$ cat config.mk
export PLATFORM = sky130hd
export DESIGN_NAME = rcs_div
export DESIGN_NICKNAME = d
export VERILOG_FILES = /design/src/hdl/rcs_div.sv
export SDC_FILE = /design/constraint.sdc
export NUM_CORES = 2
export LEC_CHECK = 0
export BUFFER_PORTS_ARGS = -buffer_cell sky130_fd_sc_hd__buf_2
export CORE_ASPECT_RATIO = 1.25
export CORE_MARGIN = 2
export CORE_UTILIZATION = 40
export CTS_CLUSTER_SIZE = 30
export DETAILED_ROUTE_END_ITERATION = 8
export PLACE_DENSITY = 0.55
export SYNTH_ARGS = -nofsm -noshare
export SYNTH_HDL_FRONTEND = slang
export SYNTH_SLANG_ARGS = --single-unit
$ cat constraint.sdc
create_clock -name i_clk -period 5.88 [get_ports i_clk]
set_clock_uncertainty 0.2 [all_clocks]
set_input_delay 0 -clock i_clk [delete_from_list [all_inputs] [get_ports i_clk]]
set_output_delay 0 -clock i_clk [all_outputs]
set_load 0.03 [all_outputs]
$ cat src/hdl/rcs_div.sv
module rcs_div #(
    parameter int NW = 35,
    parameter int DW = 24,
    parameter int QW = 24,
    parameter int SW = 1
) (
    input  logic          i_clk,
    input  logic          i_rst_n,
    input  logic          i_en,
    input  logic          i_valid,
    input  logic [NW-1:0] i_num,
    input  logic [DW-1:0] i_den,
    input  logic [SW-1:0] i_side,
    output logic          o_valid,
    output logic [QW-1:0] o_quo,
    output logic [SW-1:0] o_side
);

    // Restoring division, one quotient bit per stage, most significant first.
    // The quotient is expected to fit in QW bits.
    localparam int W = (NW > DW + QW) ? NW : DW + QW;

    logic [W-1:0]  r_rem  [1:QW];
    logic [DW-1:0] r_den  [1:QW];
    logic [QW-1:0] r_quo  [1:QW];
    logic [SW-1:0] r_side [1:QW];
    logic          r_vld  [1:QW];

    for (genvar k = 0; k < QW; k++) begin : g_step
        localparam int B = QW - 1 - k;
        logic [W-1:0]  w_rem;
        logic [DW-1:0] w_den;
        logic [QW-1:0] w_quo;
        logic [SW-1:0] w_side;
        logic          w_vld;
        logic [W-1:0]  w_sub;
        logic          w_ge;

        if (k == 0) begin : g_first
            assign w_rem  = W'(i_num);
            assign w_den  = i_den;
            assign w_quo  = '0;
            assign w_side = i_side;
            assign w_vld  = i_valid;
        end else begin : g_next
            assign w_rem  = r_rem[k];
            assign w_den  = r_den[k];
            assign w_quo  = r_quo[k];
            assign w_side = r_side[k];
            assign w_vld  = r_vld[k];
        end

        assign w_sub = W'(w_den) << B;
        assign w_ge  = (w_rem >= w_sub);

        always_ff @(posedge i_clk) begin
            if (i_en) begin
                r_rem[k+1]  <= w_ge ? (w_rem - w_sub) : w_rem;
                r_quo[k+1]  <= w_ge ? (w_quo | (QW'(1) << B)) : w_quo;
                r_den[k+1]  <= w_den;
                r_side[k+1] <= w_side;
            end
        end

        always_ff @(posedge i_clk) begin
            if (!i_rst_n) begin
                r_vld[k+1] <= 1'b0;
            end else if (i_en) begin
                r_vld[k+1] <= w_vld;
            end
        end
    end

    assign o_valid = r_vld[QW];
    assign o_quo   = r_quo[QW];
    assign o_side  = r_side[QW];

endmodule

== Yosys cells after proc, flatten, opt, wreduce, memory -nomap -nowiden ==
Memories as Yosys holds them, arrays and structs flattened.
Index checks and enable logic that the tools add are counted.
Widths: inputs -> output; s select.
Word-level totals
  output and inout bits: 26
  bits in registers: 0
  bits in writable memories: 2352
  word-level logic and storage cells: 154
  input port bits: 64
  memories kept: 5
Memories
  r_rem: depth 24, bits a word 48, read ports 23, clocked after memory_dff 0, write ports 24, line 23  | logic [W-1:0] r_rem [1:QW];
  r_den: depth 24, bits a word 24, read ports 23, clocked after memory_dff 0, write ports 24, line 24  | logic [DW-1:0] r_den [1:QW];
  r_quo: depth 24, bits a word 24, read ports 24, clocked after memory_dff 0, write ports 24, line 25  | logic [QW-1:0] r_quo [1:QW];
  r_side: depth 24, bits a word 1, read ports 24, clocked after memory_dff 0, write ports 24, line 26  | logic [SW-1:0] r_side [1:QW];
  r_vld: depth 24, bits a word 1, read ports 24, clocked after memory_dff 0, write ports 24, line 27  | logic r_vld [1:QW];
Operators by class
  bitwise operators: 24
  mux-type cells: 77
  add/subtract/negate cells: 24
  magnitude comparators: 24
Operators with widths (number)
  $mux 48: 24
  $ge 48x24->1: 1
  $ge 48x25->1: 1
  $ge 48x26->1: 1
  $ge 48x27->1: 1
  $ge 48x28->1: 1
  $ge 48x29->1: 1
  $ge 48x30->1: 1
  $ge 48x31->1: 1
  $ge 48x32->1: 1
  $ge 48x33->1: 1
  $ge 48x34->1: 1
  $ge 48x35->1: 1
  $ge 48x36->1: 1
  $ge 48x37->1: 1
  $ge 48x38->1: 1
  $ge 48x39->1: 1
  $ge 48x40->1: 1
  $ge 48x41->1: 1
  $ge 48x42->1: 1
  $ge 48x43->1: 1
  $ge 48x44->1: 1
  $ge 48x45->1: 1
  $ge 48x46->1: 1
  50 further kinds: 102

== Longest topological paths before layout ==
  depth after elaboration: 4
  gate-level depth with buffers: 16
  mapped depth without buffers: 14

== Worst setup path before layout ==
Ideal clock, no wire load.
  kind: reg-to-reg
  start: reg r_rem[0][1082] (netlist name)
  end: reg r_rem[0][1133] (netlist name)
  cell stages (with the launch flop): 14
  arrival: 3.733 ns
  slack: 1.676 ns
  setup time: 0.271 ns
  buffers on the path: 3
  path through: edfxtp_1 or4_1 or3_1 buf_2 or4_4 or3_1 or3_1 or4_1 buf_2 nand2_4 or2_1 buf_4 nor4_1 xor2_1

==> summary.md <==
| Metric | Value |
|---|---|
| # DRC | 0 |
| CP endpoint kind | flip-flop |
| Hold Vio Cnt, Final | 0 |
| Post-CTS Setup Bufs | 0 |
| Required time of the critical path | ~6.3 ns |
| Worst vdd ir | between 0.2 and 0.3 mV |
| Worst-case reg-to-reg path depth | 14 |
| Final setup vio count | 0 |
| Clock Latency Late Sink | 0.90 ns |
| Post-route minimum period | 5.245 ns |
| CTS Hold Buffers Added | about 140 |
| Primary FF master, synth | edfxtp_1 |
| Final HPWL DP | approximately 180 mm |
| Startpoint types | flip-flop |
| Height of the die | 569.0 µm |
| Final Util | 0.4539 |
| Cells after Synth | 8582 |
| Setup ws final | roughly 0.64 ns |
| Crit path DAT | between 5 and 6 ns |
| Clock buffer count from CTS | 220 |
| Worst min path class | in -> reg |
| Post-Syn Area per Cell | approximately 12 µm² |
| Status | finished clean |
| # placed instances | ~12000 |
| Hold path depth | 2 |
| Die Area | between 0.2 and 0.3 mm² |
| Synthesis Warnings | 0 |
| Flop-to-flop setup slack | between 0.6 and 0.7 ns |
| Clock buffer depth | 4 |
| H-tree Lvls | 4 |
| NumNets Final | 9574 |
| Synth Register Bits | roughly 2000 |
| Initial DRT Pass Iterations | 5 |
| Distinct cell type count after synthesis | 84 |
| Leak pwr | 43.96 nW |
| Ports | 90 |
| Routability Congestion | between 0.9 and 1 |
| Clk sinks | between 2000 and 2500 |
| Worst Min Path Start | i_en |
| RSZ-0062 raised after global routing | false |
| Final Non-Filler Cells | 12440 |
| Initial core utilization | 0.4020 |
| Number of global-route vias before repair | 70920 |
| Area growth syn-to-layout | 12.92% |
| WL final | 240.7 mm |
| Die W | 456.0 µm |
| Mapped Nets | about 9200 |
| PwrDens | between 400 and 500 mW/mm² |
| Cell Rows | slightly above 200 |
| Final Cycle Share | 0.8920 |
| Share of cells above drive strength 1 | 0.07319 |
| Initial antenna violation count | 1 |
| Hold Path Sink | r_side[1] |
| Cell Area, Synth | roughly 0.10 mm² |
| CTS root buffer | clkbuf_16 |
| EDFF count, synth | ~2000 |
| WL/cell | between 15 and 20 µm |
| CTS tree | yes |
| Fin Setup TNS | 0 ns |
| Highest clock rate | around 0.19 GHz |
| Reg2reg start | r_rem[0][1057] |
| Overflow after GRT | 0 |
| Largest net degree at the start of global routing | 167 |
| Post-CTS Resized | 0 |
| Pre-CTS setup slack | ~0.70 ns |
| Slew Limit Fails | 0 |
| First-pass GRT wire length | 373.4 mm |
| Sequential cell area fraction in the yosys report | 0.5892 |
| Relative slew slack | 0.09489 |
| DRT antenna net count | 0 |
| Worst slew pin tran | 1.323 ns |
| Vias per cell | about 5.3 |
| Port bufs | 89 |
| Via count | 66490 |
| CP Max Fanout | 10 |
| Crit path kind | reg -> reg |
| Asr flop ratio synth | 0 |
| FILL cells | around 23000 |
| Reg-to-Reg End | r_rem[0][1133] |
| DR iter-0 viols | about 3600 |
| Core ar. | approximately 0.25 mm² |
| Max Cap Violations | 0 |
| Tot GR Track Use | 0.1826 |
| Clock slew at reported path FFs | ~0.060 ns |
-- per-stage QoR --
stage                     cell area (µm²)  hold WS (ns)  power, W
final                              115300       0.05184   0.05336
after global routing               115300       0.06292   0.05658
after CTS                          115300       0.03572   0.05366
after detailed placement           107100      -0.01482   0.03996
after global placement             107100      -0.01657   0.03952
after floorplan                    102100       -0.1011   0.03452
-- routing by layer --
layer / up-vias / GRT usage / wire [µm]
met5: - / 0 / 0
met4: 0 / 0.1282 / 18380
met3: 767 / 0.02131 / 6176
met2: 1296 / 0.3983 / 144800
met1: 32010 / 0.1402 / 71370
li1: 32420 / - / -
-- critical path, cell delays in order (launching register included) --
cell	delay, ns
edfxtp_1	0.40
inv_1	0.09
ha_1	0.18
inv_1	0.07
fa_1	0.41
a21o_1	0.20
a21o_1	0.20
a2111oi_0	0.97
o21ai_0	0.43
a41oi_1	0.51
o31a_1	0.32
o31ai_1	0.16
or2_1	0.37
nor4_1	0.29
xor2_1	0.11
-- state kept, by name (all words and copies together), names as in the netlist --
register,flops
r_vld,24
r_den,552
r_side,24
r_rem,1104
r_quo,300
-- power by group --
part | switching, W | leakage (nW) | total [W] | internal, W
combinational | 0.0108 | 21.2 | 0.0185 | 0.00771
sequential | 0.00178 | 19.4 | 0.0214 | 0.0196
clock | 0.00562 | 3.40 | 0.0134 | 0.00780
-- worst max path at each step --
stage,slack [ns],from,endpoint
floorplan,1.68,r_rem[0][1082],r_rem[0][1133]
global placement,0.51,r_rem[0][1057],r_rem[0][1133]
CTS,0.59,r_rem[0][1057],r_rem[0][1133]
finish,0.64,r_rem[0][1057],r_rem[0][1133]
global route,0.37,r_rem[0][1057],r_rem[0][1133]
detailed placement,0.70,r_rem[0][1057],r_rem[0][1133]
-- logic make-up (layout without fill, tap and decap cells) --
group           Yosys count  in the layout  share of synthesized area
other cells               0              1                          0
xor+xnor                711            711                    0.06097
flops                  2004           2004                     0.5892
buf+inv                 939           1456                    0.03467
simple gates           2268           2268                     0.1104
fa+ha+maj               587            587                    0.07360
compound gates         1960           1960                     0.1187
mux                     113            113                    0.01241
-- layout make-up --
type / count / area, µm² / share of cell area
timing repair buffer: 310 / 2685 / 0.02328
inverter: 748 / 2808 / 0.02435
antenna: 1 / 2.502 / 0.00002170
clock buffer: 260 / 5677 / 0.04922
sequential: 2004 / 60180 / 0.5218
tap: 3344 / 4184 / 0.03628
multi-input combinational: 5639 / 38560 / 0.3343
clock inverter: 138 / 1235 / 0.01071
-- synth_stat cells (23+ instances only) --
library cell | number | share of area
nand2b_1 | 106 | 0.0065
o21a_1 | 63 | 0.0046
nor4_1 | 137 | 0.0084
or4_1 | 40 | 0.0029
mux2_2 | 109 | 0.012
edfxtp_1 | 2004 | 0.59
o211ai_1 | 31 | 0.0023
o31ai_1 | 46 | 0.0034
or3_1 | 80 | 0.0049
a211oi_1 | 59 | 0.0043
xnor2_1 | 403 | 0.035
nor2_1 | 568 | 0.021
a21boi_0 | 23 | 0.0017
fa_1 | 23 | 0.0045
nand3_1 | 157 | 0.0077
xor2_1 | 308 | 0.026
ha_1 | 564 | 0.069
or2_2 | 27 | 0.0017
o21ai_0 | 488 | 0.024
and3_1 | 78 | 0.0048
nand4_1 | 114 | 0.0070
nor3_1 | 178 | 0.0087
a21oi_1 | 644 | 0.032
inv_1 | 744 | 0.027
nand2_1 | 555 | 0.020
nor2b_1 | 83 | 0.0051
clkbuf_1 | 173 | 0.0064
a31oi_1 | 49 | 0.0030
and2_1 | 27 | 0.0017
a21o_1 | 269 | 0.020
o21bai_1 | 74 | 0.0054
a2111oi_0 | 38 | 0.0033
-- placed cells by master (no fill, tap or decap), types with 22 or more instances in the layout --
master | Yosys | routed
edfxtp_1 | 2004 | 2004
nor4_1 | 137 | 134
or4_1 | 40 | 40
o21a_1 | 63 | 63
a31oi_1 | 49 | 48
clkbuf_16 | 0 | 221
mux2_2 | 109 | 109
dlygate4sd3_1 | 0 | 136
xnor2_1 | 403 | 403
bufinv_16 | 0 | 22
buf_4 | 1 | 67
nor3_1 | 178 | 178
a2111oi_0 | 38 | 33
clkinv_1 | 4 | 61
a21o_1 | 269 | 269
and3_1 | 78 | 78
o21bai_1 | 74 | 74
nand2_1 | 555 | 555
o31ai_1 | 46 | 43
or3_1 | 80 | 80
nand3_1 | 157 | 157
buf_2 | 4 | 88
nor2_1 | 568 | 568
o211ai_1 | 31 | 31
a21boi_0 | 23 | 23
xor2_1 | 308 | 308
o21ai_0 | 488 | 487
inv_1 | 744 | 744
clkinv_2 | 0 | 48
ha_1 | 564 | 564
a211oi_1 | 59 | 57
a21oi_1 | 644 | 643
nand4_1 | 114 | 114
or2_2 | 27 | 27
nand2b_1 | 106 | 106
and2_1 | 27 | 26
nor2b_1 | 83 | 83
fa_1 | 23 | 23
clkbuf_1 | 173 | 39
Power figures use the tool's default switching activity.
